File: src/rtl/core/ncfq_pkg.sv
// shared types, widths and arctangent constants for the normal cube face quantizer
`timescale 1ns / 1ps
package ncfq_pkg;

  localparam int unsigned CompBits   = 16;
  localparam int unsigned GuardBits  = 24;
  localparam int unsigned CordicBits = CompBits + GuardBits + 3;
  localparam int unsigned AngleBits  = 33;
  localparam int unsigned TableLen   = 24;
  localparam int unsigned IndexBits  = 14;
  localparam int unsigned FaceBits   = 3;
  localparam logic [24:0] FourOverPiQ24 = 25'd21361415;

  // default geometry of the cube map and cordic depth
  localparam int unsigned BinsPerAxisDefault     = 52;
  localparam int unsigned AngleIterationsDefault = 16;

  typedef struct packed {
    logic signed [CompBits-1:0] comp_x;
    logic signed [CompBits-1:0] comp_y;
    logic signed [CompBits-1:0] comp_z;
  } in_beat_t;

  typedef struct packed {
    logic [IndexBits-1:0] bin_index;
    logic                 no_normal;
  } out_beat_t;

  typedef struct packed {
    logic signed [CordicBits-1:0] x;
    logic signed [CordicBits-1:0] y;
    logic signed [AngleBits-1:0]  z;
  } vec_t;

  // both angles of one normal plus the face it lands on
  typedef struct packed {
    vec_t                lo;
    vec_t                hi;
    logic [FaceBits-1:0] face;
    logic                no_normal;
  } cordic_t;

  function automatic logic [31:0] atan_q30(input logic [4:0] idx);
    logic [31:0] a;
    unique case (idx)
      5'd0:  a = 32'h3243F6A8;
      5'd1:  a = 32'h1DAC6705;
      5'd2:  a = 32'h0FADBAFC;
      5'd3:  a = 32'h07F56EA6;
      5'd4:  a = 32'h03FEAB76;
      5'd5:  a = 32'h01FFD55B;
      5'd6:  a = 32'h00FFFAAA;
      5'd7:  a = 32'h007FFF55;
      5'd8:  a = 32'h003FFFEA;
      5'd9:  a = 32'h001FFFFD;
      5'd10: a = 32'h000FFFFF;
      5'd11: a = 32'h0007FFFF;
      5'd12: a = 32'h0003FFFF;
      5'd13: a = 32'h0001FFFF;
      5'd14: a = 32'h0000FFFF;
      5'd15: a = 32'h00007FFF;
      5'd16: a = 32'h00003FFF;
      5'd17: a = 32'h00001FFF;
      5'd18: a = 32'h00000FFF;
      5'd19: a = 32'h000007FF;
      5'd20: a = 32'h000003FF;
      5'd21: a = 32'h000001FF;
      5'd22: a = 32'h000000FF;
      5'd23: a = 32'h0000007F;
      default: a = 32'h0;
    endcase
    return a;
  endfunction

  // one vectoring rotation, floor shifts
  function automatic vec_t cordic_rot(input vec_t v, input logic [4:0] step);
    logic signed [CordicBits-1:0] dx;
    logic signed [CordicBits-1:0] dy;
    logic signed [AngleBits-1:0]  a;
    vec_t r;
    dx = v.x >>> step;
    dy = v.y >>> step;
    a  = $signed({1'b0, atan_q30(step)});
    if (!v.y[CordicBits-1]) begin
      r.x = v.x + dy;
      r.y = v.y - dx;
      r.z = v.z + a;
    end else begin
      r.x = v.x - dy;
      r.y = v.y + dx;
      r.z = v.z - a;
    end
    return r;
  endfunction

endpackage

File: src/rtl/core/ncfq_cell.sv
// one cordic vectoring cell, rotates both minor angles by one step
`timescale 1ns / 1ps
module ncfq_cell import ncfq_pkg::*; #(
  parameter int unsigned Step = 0
) (
  input  logic    clk_i,
  input  logic    rst_ni,
  input  logic    valid_i,
  output logic    ready_o,
  input  cordic_t data_i,
  output logic    valid_o,
  input  logic    ready_i,
  output cordic_t data_o
);

  localparam logic [4:0] StepIdx = 5'(Step);

  logic    valid_q;
  cordic_t data_q, data_d;

  assign ready_o = !valid_q || ready_i;

  always_comb begin
    data_d    = data_i;
    data_d.lo = cordic_rot(data_i.lo, StepIdx);
    data_d.hi = cordic_rot(data_i.hi, StepIdx);
  end

  always_ff @(posedge clk_i or negedge rst_ni) begin
    if (!rst_ni) begin
      valid_q <= 1'b0;
    end else if (ready_o) begin
      valid_q <= valid_i;
    end
  end

  always_ff @(posedge clk_i) begin
    if (ready_o && valid_i) begin
      data_q <= data_d;
    end
  end

  assign valid_o = valid_q;
  assign data_o  = data_q;

endmodule

File: config.mk
export PLATFORM = sky130hd
export DESIGN_NAME = ncfq_cell
export DESIGN_NICKNAME = d
export VERILOG_FILES = /design/src/rtl/core/ncfq_pkg.sv /design/src/rtl/core/ncfq_cell.sv
export SDC_FILE = /design/constraint.sdc
export NUM_CORES = 1
export LEC_CHECK = 0
export BUFFER_PORTS_ARGS = -buffer_cell sky130_fd_sc_hd__clkbuf_2
export CAP_MARGIN = 10
export CORE_UTILIZATION = 40
export DETAILED_ROUTE_END_ITERATION = 12
export PLACE_DENSITY = 0.69
export SLEW_MARGIN = 10
export SYNTH_ARGS = -nofsm -noshare
export SYNTH_HDL_FRONTEND = slang
export SYNTH_SLANG_ARGS = --single-unit
File: constraint.sdc
create_clock -name clk_i -period 7.3 [get_ports clk_i]
set_input_delay 1.46 -clock clk_i [delete_from_list [all_inputs] [get_ports clk_i]]
set_output_delay 1.46 -clock clk_i [all_outputs]
set_load 0.03 [all_outputs]
==> flow_metrics.env <==
export IMPL_grt_pass1_vias=23000
export IMPL_timing_critical_path_required_ns=7.64
export IMPL_grt_busiest_layer="met2"
export IMPL_clock_skew_ns=0.0126
export IMPL_cts_buffers=31
export IMPL_portBuffers=489
export IMPL_crit_chain="clkbuf_2 -> inv_1 -> ha_1 -> nor2b_1 -> o21ai_0 -> nand2b_1 -> a221o_1 -> a211oi_1 -> o21ai_0 -> a21o_1 -> a211oi_1 -> a31oi_1 -> xor2_1"
export IMPL_final_cells=4265
export IMPL_crit_path_top_delay_cell="a211oi_1"
export IMPL_async_reset_ff_share_pct=0.415
export IMPL_fp_dieW_um=254
export IMPL_critPathTopFamily="compound AO/OA/AOI/OAI gates"
export IMPL_period_minus_slack_ns=4.72
export IMPL_hold_buffers=0
export IMPL_area_delta_synth_final_pct=16.6
export IMPL_worstPathArrival_ns=5.06
export IMPL_netlist_area_mm2=0.0254
export IMPL_synth_net_count=3566
export IMPL_grt_antenna_before_repair=10
export IMPL_fill_cells=6242
export IMPL_final_cell_mix="clkbuf_2, a21oi_1, ha_1, inv_1, edfxtp_1"
export IMPL_crit_type="in -> reg"
export IMPL_ir_worst_vdd_uv=160
export IMPL_die_height_um=254
export IMPL_dp_final_hpwl_um=72300
export IMPL_min_path_type="reg -> reg"
export IMPL_rsz0062_at_grt="false"
export IMPL_endpoint_kind="register"
export IMPL_route_detailed_drc=0
export IMPL_vias=24400
export IMPL_fin_util_pct=47.1
export IMPL_clock_sinks=241
export IMPL_core_area_mm2=0.0629
export IMPL_tritoncts="built"
export IMPL_dieArea_mm2=0.0645
export IMPL_worstSkewPairLatency_ns=0.63
export IMPL_max_slew_margin_pct=27.6
export IMPL_synth_top_flop_cell="edfxtp_1"
export IMPL_avgRoutedWirePerCell_um=21.2
export IMPL_final_common_cell="clkbuf_2"
export IMPL_period_share_pct=64.7
export IMPL_fin_tns_setup_ns=0
export IMPL_outcome="completed"
export IMPL_grt_util_met3_pct=5.38
export IMPL_tightestPinTransition_ns=1.07
export IMPL_wl_um=90300
export IMPL_ys_types=91
export IMPL_grt_use_met1_pct=34.2
export IMPL_drtIter0Drc=2497
export IMPL_start_util_pct=40.4
export IMPL_grt_use_total_pct=26.8
export IMPL_cts_path_max_buffers=3
export IMPL_slowest_delay_ns=0.82
export IMPL_cp_start_kind="primary input"
export IMPL_placed_area_mm2=0.0285
export IMPL_drv_cap=0
export IMPL_yosys_warnings=0
export IMPL_post_cts_setup_buffer_count=0
export IMPL_nNetsFinal=3979
export IMPL_fin_area_mm2=0.0296
export IMPL_slew_violations=0
export IMPL_synth_seq_cells=241
export IMPL_place_inst=4198
export IMPL_drive_gt1_share_pct=17.7
export IMPL_clock_tree_root_cell="clkbuf_16"
export IMPL_avgViaCountPerCell=5.73
export IMPL_synth_edff_count=240
export IMPL_clkTransAtPathRegs_ns=0.06
export IMPL_place_gp_congestion=0.993
export IMPL_syn_area_per_cell_um2=8.55
export IMPL_grt_max_degree=93
export IMPL_syn_inst=2972
export IMPL_cp_max_fo=5
export IMPL_antenna_left=0
export IMPL_leakagePower_nw=13.3
export IMPL_crit_buf_inv=2
export IMPL_gr_total_overflow=0
export IMPL_yosysSeqAreaShare_pct=28.5
export IMPL_hold_violations=0
export IMPL_max_clock_freq_mhz=212
export IMPL_cts_repair_resized=0
export IMPL_num_rows=92
export IMPL_first_pass_iters=6
export IMPL_powerDensity_mw_per_mm2=197
export IMPL_ios=490
export IMPL_h_tree_depth=1
export IMPL_grt_pass1_wl_um=134000
export IMPL_grt_use_met2_pct=43.8
export IMPL_setup_viol=0
-- power breakdown --
| group | internal [mW] | total (mW) | switching [mW] |
|---|---|---|---|
| Clock | 0.963 | 1.66 | 0.698 |
| Sequential | 1.77 | 1.83 | 0.0619 |
| Combinational | 0.771 | 2.34 | 1.57 |
| Total | 3.51 | 5.83 | 2.33 |
-- flip-flops by register name, summed over array words and instances, names as in the netlist --
signal,flops
data_o,240
valid_o,1
-- worst register-to-register path, cell delays in order, from the launching register on --
cell      delay [ns]
dfrtp_1         0.38
nand2b_1        0.15
and2_4          0.86
buf_12          0.54
-- layer usage --
layer | vias up | part of all wire (%)
met1 | 11400 | 41
met4 | 8 | 4.2
met3 | 211 | 9.1
li1 | 11600 | -
met5 | - | 0.060
met2 | 1226 | 46
-- through the flow --
step	power, mW	setup WS (ns)	hold WS, ns
floorplan	3.44	2.05	0.925
global placement	4.16	2.04	0.564
detailed placement	4.15	1.94	0.579
CTS	5.85	2.61	0.564
global route	6.10	2.22	0.578
finish	5.83	2.58	0.594
-- cells in the mapped netlist, types with 27 or more instances --
cell	instances	share of area, %
o21ai_0	178	3.5
edfxtp_1	240	28
inv_1	272	4.0
a21oi_1	372	7.3
nand3_1	38	0.75
nor3_1	54	1.1
a21o_1	79	2.3
xnor2_1	181	6.2
o21bai_1	90	2.7
ha_1	340	17
nand4_1	34	0.84
o21a_1	33	0.98
nor2_1	233	3.4
mux2i_1	50	2.0
xor2_1	32	1.1
a211oi_1	32	0.95
clkbuf_1	70	1.0
nor2b_1	35	0.86
o31ai_1	27	0.80
nand2b_1	28	0.69
nand2_1	184	2.7
-- path summary, 6_finish.rpt --
| kind | cells past startpoint | slack (ns) | startpoint | to |
|---|---|---|---|---|
| worst max-delay path | 13 | 2.58 | data_i[38] | data_o[72] |
| worst min-delay path | 2 | 0.59 | valid_o | valid_o |
| worst max register to register | 3 | 4.93 | valid_o | data_o[72] |
| worst min register to register | 2 | 0.59 | valid_o | valid_o |
| max in group asynchronous | 1 | 6.61 | rst_ni | valid_o |
| min in group asynchronous | 1 | 0.61 | rst_ni | valid_o |
-- cells by family (layout without fill, tap and decap cells) --
| group | count (synthesis) | after routing | synth area share, % |
|---|---|---|---|
| compound gates | 1035 | 1035 | 26.2 |
| simple gates | 681 | 681 | 12.3 |
| buf+inv | 401 | 839 | 6.14 |
| fa+ha+maj | 348 | 348 | 17.4 |
| flops | 241 | 241 | 28.5 |
| xor+xnor | 214 | 214 | 7.41 |
| mux | 52 | 52 | 2.07 |
| other cells | 0 | 9 | 0 |
-- final cells by class --
cell class                      count  area, um^2  area share, %
Antenna cell                        9        22.5         0.0760
Tap cell                          846        1060           3.57
Multi-Input combinational cell   2330       16600           56.1
Clock buffer                       32         779           2.63
Sequential cell                   241        7230           24.4
Inverter                          284        1070           3.62
Clock inverter                     26         303           1.02
Timing Repair Buffer              497        2540           8.57
(Power assumes the default switching activity.)
