## config.mk

```make
export PLATFORM = sky130hd
export DESIGN_NAME = ncfq_bin
export DESIGN_NICKNAME = d
export VERILOG_FILES = /design/src/rtl/core/ncfq_pkg.sv /design/src/rtl/core/ncfq_bin.sv
export SDC_FILE = /design/constraint.sdc
export NUM_CORES = 2
export LEC_CHECK = 0
export BUFFER_PORTS_ARGS = -buffer_cell sky130_fd_sc_hd__buf_4
export CELL_PAD_IN_SITES_DETAIL_PLACEMENT = 1
export CELL_PAD_IN_SITES_GLOBAL_PLACEMENT = 1
export CORE_MARGIN = 10
export CORE_UTILIZATION = 30
export CTS_BUF_LIST = sky130_fd_sc_hd__clkbuf_8
export DETAILED_ROUTE_END_ITERATION = 10
export PLACE_DENSITY_LB_ADDON = 0.1
export SLEW_MARGIN = 0
export SYNTH_ARGS = -nofsm -noshare
export SYNTH_HDL_FRONTEND = slang
export SYNTH_SLANG_ARGS = --single-unit
export TNS_END_PERCENT = 10
```

## constraint.sdc

```tcl
create_clock -name clk_i -period 16.1 [get_ports clk_i]
set_clock_uncertainty 0.15 [all_clocks]
set_input_delay 4.025 -clock clk_i [delete_from_list [all_inputs] [get_ports clk_i]]
set_output_delay 4.025 -clock clk_i [all_outputs]
set_load 0.02 [all_outputs]
```

## src/rtl/core/ncfq_pkg.sv

```systemverilog
// shared types, widths and arctangent constants for the normal cube face quantizer
`timescale 1ns / 1ps
package ncfq_pkg;

  localparam int unsigned CompBits   = 16;
  localparam int unsigned GuardBits  = 24;
  localparam int unsigned CordicBits = CompBits + GuardBits + 3;
  localparam int unsigned AngleBits  = 33;
  localparam int unsigned TableLen   = 24;
  localparam int unsigned IndexBits  = 14;
  localparam int unsigned FaceBits   = 3;
  localparam logic [24:0] FourOverPiQ24 = 25'd21361415;

  // default geometry of the cube map and cordic depth
  localparam int unsigned BinsPerAxisDefault     = 52;
  localparam int unsigned AngleIterationsDefault = 16;

  typedef struct packed {
    logic signed [CompBits-1:0] comp_x;
    logic signed [CompBits-1:0] comp_y;
    logic signed [CompBits-1:0] comp_z;
  } in_beat_t;

  typedef struct packed {
    logic [IndexBits-1:0] bin_index;
    logic                 no_normal;
  } out_beat_t;

  typedef struct packed {
    logic signed [CordicBits-1:0] x;
    logic signed [CordicBits-1:0] y;
    logic signed [AngleBits-1:0]  z;
  } vec_t;

  // both angles of one normal plus the face it lands on
  typedef struct packed {
    vec_t                lo;
    vec_t                hi;
    logic [FaceBits-1:0] face;
    logic                no_normal;
  } cordic_t;

  function automatic logic [31:0] atan_q30(input logic [4:0] idx);
    logic [31:0] a;
    unique case (idx)
      5'd0:  a = 32'h3243F6A8;
      5'd1:  a = 32'h1DAC6705;
      5'd2:  a = 32'h0FADBAFC;
      5'd3:  a = 32'h07F56EA6;
      5'd4:  a = 32'h03FEAB76;
      5'd5:  a = 32'h01FFD55B;
      5'd6:  a = 32'h00FFFAAA;
      5'd7:  a = 32'h007FFF55;
      5'd8:  a = 32'h003FFFEA;
      5'd9:  a = 32'h001FFFFD;
      5'd10: a = 32'h000FFFFF;
      5'd11: a = 32'h0007FFFF;
      5'd12: a = 32'h0003FFFF;
      5'd13: a = 32'h0001FFFF;
      5'd14: a = 32'h0000FFFF;
      5'd15: a = 32'h00007FFF;
      5'd16: a = 32'h00003FFF;
      5'd17: a = 32'h00001FFF;
      5'd18: a = 32'h00000FFF;
      5'd19: a = 32'h000007FF;
      5'd20: a = 32'h000003FF;
      5'd21: a = 32'h000001FF;
      5'd22: a = 32'h000000FF;
      5'd23: a = 32'h0000007F;
      default: a = 32'h0;
    endcase
    return a;
  endfunction

  // one vectoring rotation, floor shifts
  function automatic vec_t cordic_rot(input vec_t v, input logic [4:0] step);
    logic signed [CordicBits-1:0] dx;
    logic signed [CordicBits-1:0] dy;
    logic signed [AngleBits-1:0]  a;
    vec_t r;
    dx = v.x >>> step;
    dy = v.y >>> step;
    a  = $signed({1'b0, atan_q30(step)});
    if (!v.y[CordicBits-1]) begin
      r.x = v.x + dy;
      r.y = v.y - dx;
      r.z = v.z + a;
    end else begin
      r.x = v.x - dy;
      r.y = v.y + dx;
      r.z = v.z - a;
    end
    return r;
  endfunction

endpackage

```

## src/rtl/core/ncfq_bin.sv

```systemverilog
// angle to bin scaling, rounding, clamping and final index assembly
`timescale 1ns / 1ps
module ncfq_bin import ncfq_pkg::*; #(
  parameter int unsigned BinsPerAxis = BinsPerAxisDefault
) (
  input  logic      clk_i,
  input  logic      rst_ni,
  input  logic      valid_i,
  output logic      ready_o,
  input  cordic_t   data_i,
  output logic      valid_o,
  input  logic      ready_i,
  output out_beat_t data_o
);

  localparam int unsigned BW = (BinsPerAxis > 1) ? $clog2(BinsPerAxis) : 1;
  localparam int unsigned IW = 20;
  localparam logic signed [47:0] Offset = 48'(5 * (BinsPerAxis - 1)) << 30;
  localparam logic signed [47:0] Half   = 48'(5) << 30;
  localparam logic signed [12:0] Gain   = 13'(5 * BinsPerAxis - 1);
  localparam logic [12:0] MaxBin = 13'(BinsPerAxis - 1);
  localparam logic [IW-1:0] FaceSize = IW'(BinsPerAxis * BinsPerAxis);
  localparam logic [IW-1:0] Bins = IW'(BinsPerAxis);

  logic v1_q, v2_q, v3_q, v4_q;
  logic r1, r2, r3, r4;
  assign r4 = !v4_q || ready_i;
  assign r3 = !v3_q || r4;
  assign r2 = !v2_q || r3;
  assign r1 = !v1_q || r2;
  assign ready_o = r1;

  logic [FaceBits-1:0] face1_q, face2_q, face3_q;
  logic                nn1_q, nn2_q, nn3_q;

  // stage 1: angle in units of pi/4
  logic signed [58:0] plo, phi;
  logic signed [33:0] tlo_q, thi_q;
  assign plo = $signed({{26{data_i.lo.z[AngleBits-1]}}, data_i.lo.z})
             * $signed({34'd0, FourOverPiQ24});
  assign phi = $signed({{26{data_i.hi.z[AngleBits-1]}}, data_i.hi.z})
             * $signed({34'd0, FourOverPiQ24});

  // stage 2: bin value, product truncated to 48 bits
  logic signed [47:0] vlo_q, vhi_q;
  logic signed [47:0] vlo_d, vhi_d;
  assign vlo_d = Offset + 48'($signed({{14{tlo_q[33]}}, tlo_q}) * Gain);
  assign vhi_d = Offset + 48'($signed({{14{thi_q[33]}}, thi_q}) * Gain);

  // stage 3: round half away, divide by ten by reciprocal, clamp
  function automatic logic [BW-1:0] to_bin(input logic signed [47:0] v);
    logic signed [47:0] a;
    logic [15:0] n;
    logic [31:0] p;
    logic [12:0] q;
    logic [BW-1:0] b;
    a = v + Half;
    n = a[45:30];
    p = {16'd0, n} * 32'd52429;
    q = p[31:19];
    if (v[47]) b = '0;
    else if (q > MaxBin) b = BW'(MaxBin);
    else b = BW'(q);
    return b;
  endfunction

  logic [BW-1:0] col_q, row_q;

  // stage 4: index
  logic [IW-1:0] idx_d;
  always_comb begin
    if (nn3_q) idx_d = IW'(6) * FaceSize;
    else idx_d = IW'(face3_q) * FaceSize + IW'(col_q) + Bins * IW'(row_q);
  end

  out_beat_t out_q;

  always_ff @(posedge clk_i or negedge rst_ni) begin
    if (!rst_ni) begin
      v1_q <= 1'b0;
      v2_q <= 1'b0;
      v3_q <= 1'b0;
      v4_q <= 1'b0;
    end else begin
      if (r1) v1_q <= valid_i;
      if (r2) v2_q <= v1_q;
      if (r3) v3_q <= v2_q;
      if (r4) v4_q <= v3_q;
    end
  end

  always_ff @(posedge clk_i) begin
    if (r1 && valid_i) begin
      tlo_q   <= plo[57:24];
      thi_q   <= phi[57:24];
      face1_q <= data_i.face;
      nn1_q   <= data_i.no_normal;
    end
    if (r2 && v1_q) begin
      vlo_q   <= vlo_d;
      vhi_q   <= vhi_d;
      face2_q <= face1_q;
      nn2_q   <= nn1_q;
    end
    if (r3 && v2_q) begin
      col_q   <= to_bin(vlo_q);
      row_q   <= to_bin(vhi_q);
      face3_q <= face2_q;
      nn3_q   <= nn2_q;
    end
    if (r4 && v3_q) begin
      out_q.bin_index <= idx_d[IndexBits-1:0];
      out_q.no_normal <= nn3_q;
    end
  end

  assign valid_o = v4_q;
  assign data_o  = out_q;

endmodule

```

==> metrics.md <==
| Metric | Value |
|---|---|
| Status | completed |
| CP arrival | 10.98 ns |
| Critical Path, Cell by Cell | buf_4, ha_1, inv_1, fa_1, inv_1, fa_1, fa_1, inv_1, fa_1, fa_1, inv_1, fa_1, ha_1, nand4_1, nor3_1, nand3_1, a311oi_1, nor2_1, a21oi_2, a31oi_1, a311oi_1, xnor2_1 |
| WL per Instance | 17.81 um |
| Initial Util | 0.3011 |
| Slowest library cell on the worst path | a311oi_1 |
| DP Area | 0.05572 mm2 |
| Fmax | 92.70 MHz |
| CTS tree | yes |
| ANT nets after route | 0 |
| Post-synthesis net count | 7,679 |
| Hold_sp | nn2_q |
| Multi-input logic area | 0.04101 mm2 |
| Core footprint | 0.1734 mm2 |
| Layout cell share with drive strength beyond 1 | 0.02856 |
| Post-DR vias/cell | 4.450 |
| Routed wire length | 140,000 um |
| Warnings from Yosys | 0 |
| Die Ht | 437.2 um |
| Minimum clock period | 10.79 ns |
| Mapped Cells | 5,444 |
| Layout net count | 7,754 |
| CP max FO | 9 |
| Crit path from | data_i[152] |
| Largest net degree at the start of global routing | 63 |
| Pin slew with the least headroom to its limit | 1.039 ns |
| First-pass GRT wire length | 228,300 um |
| Final Hold Viols | 0 |
| Resized cells post-CTS | 0 |
| Port Buffers | 90 |
| First-pass iteration count of the detailed router | 4 |
| Top-area cell type share of the netlist area | 0.3519 |
| Clock slew at reported path FFs | 0.09 ns |
| I/O pins | 263 |
| Classification of the worst setup path | in -> reg |
| FF-to-FF Start | vlo_q[33] |
| Endpoints failing setup | 0 |
| CTS buffer count | 17 |
| Met3 Usage GRT | 0.01075 |
| Max-slew headroom | 0.3026 |
| #FFs+latches synth | 141 |
| Synth area leaders | fa_1, ha_1, inv_1 |
| Seq/Total Area, Yosys | 0.08069 |
| Mean cell area of the mapped netlist | 9.593 um2 |
| Fin area | 0.05613 mm2 |
| CP endpoint kind | flop |
| Total gr overflow | 0 |
| Area delta synth->final | 7.482% |
| Fillers | 20,210 |
| Area leader, netlist | fa_1 |
| # DRC | 0 |
| DIE AREA | 0.1912 mm2 |
| Count leader, synth | inv_1 |
| Critical path startpoint category | primary input |
| Root Buffer | clkbuf_8 |
| Die width | 437.2 um |
| Std-Cell Rows | 153 |
| Hold-fix buffers, CTS | 0 |
| Critical Path Most Common Cell | fa_1 |
| TNS Setup | 0 ns |
| Synth Flop Type | edfxtp_1 |
| Min-Delay Path Class | reg -> reg |
| Storage element area | 0.004214 mm2 |
| CTS sink count | 141 |
| Clock buffer depth | 2 |
| Clock latency on the worst-skew pair | 0.59 ns |
| Postcts setup bufs | 0 |
| Biggest cell delay along the critical path | 0.82 ns |
| Met2 Usage GRT | 0.2594 |
| M1 GR Usage | 0.2144 |
| GRT Resource Usage Total | 0.1513 |
| Vias in the first global route | 40,000 |
| Fin crit share | 0.6700 |
| Setup repair after global routing missed its margin | false |
| Commonest cells post-synth | inv_1, ha_1, fa_1 |
| Initial antenna violation count | 2 |
| Dpl hpwl | 127,200 um |
| H-tree depth | 4 |
| Max-cap viol count | 0 |
| Initial DRC count | 897 |
| Via count | 34,980 |
| Max Slew Vio Count | 0 |
| Setup WS post-layout | 5.313 ns |
| Async set-reset flop share out of synthesis | 0.02837 |
| Gp weighted congestion | 0.8185 |
| EDFF count, synth | 137 |
| Unique masters post-synth | 88 |
| Synthesized cell area | 0.05222 mm2 |
| Worst Path Required | 16.29 ns |
| Grt peak-use layer | met2 |
| Place WS | 4.581 ns |
sequential cells by signal (all words and copies together), names as in the netlist:
name	count
nn3_q	1
face2_q	3
valid_o	1
v1_q	1
nn1_q	1
row_q	6
data_o	15
face3_q	3
v3_q	1
col_q	6
vhi_q	15
thi_q	34
face1_q	3
tlo_q	34
vlo_q	15
v2_q	1
nn2_q	1
layout make-up:
type	instances	area share
clock buffer	17	0.004168
multi-input combinational	3437	0.7306
tap	2325	0.05183
inverter	1823	0.1219
clock inverter	15	0.003054
timing repair buffer	99	0.01324
antenna	3	0.0001337
sequential	141	0.07508
worst paths after layout:
path                              to  slack [ns]  cells after the start
max                        tlo_q[33]        5.31                     22
min                            nn3_q        0.27                      0
max reg2reg                 col_q[0]        8.14                     26
min reg2reg                    nn3_q        0.27                      0
max in group asynchronous       v1_q       12.63                      1
min in group asynchronous       v3_q        3.07                      1
logic make-up after synthesis:
logic type	share of synthesized area
flops	0.08069
simple gates	0.05235
xor+xnor	0.04154
buf+inv	0.1341
mux	0.002396
fa+ha+maj	0.6091
compound gates	0.07981
placed cells by master (no fill, tap or decap), types with 23 or more instances in the layout:
master and instances:
a211oi_1 26, a21o_1 107, a21oi_1 178, a31oi_1 29
and3_1 23, buf_4 99, edfxtp_1 137, fa_1 918
ha_1 1071, inv_1 1825, nand2_1 122, nand2b_1 31
nand3_1 56, nand4_1 29, nor2_1 139, nor2b_1 29
nor3_1 45, o21a_1 26, o21ai_0 128, xnor2_1 162
xor2_1 83
critical path, delay by kind of cell:
kind            cells  cell delay (ns)
fa+ha+maj           8             3.68
buf+inv             5             0.49
compound gates      4             1.68
xor+xnor            1             0.11
simple gates        4             0.97
metal layers:
metal / vias up / routed length, um / part of all wire
li1: 17070 / - / -
met1: 17730 / 70670 / 0.50
met2: 144 / 66890 / 0.48
met4: 0 / 860 / 0.0061
met5: - / 0 / 0
met3: 37 / 1531 / 0.011
metrics by stage:
step	utilization	hold slack, ns	instances
3_3_place_gp	0.3213	0.2561	7825
3_5_place_dp	0.3213	0.2589	7825
5_1_grt	0.3236	0.2723	7859
4_1_cts	0.3236	0.2722	7857
6_report	0.3236	0.2665	7860
2_1_floorplan	-	0.2503	5444
Power is left out: the tool's default activity adds up to more than one toggle a clock period on the data nets, which glitch-free logic cannot reach.
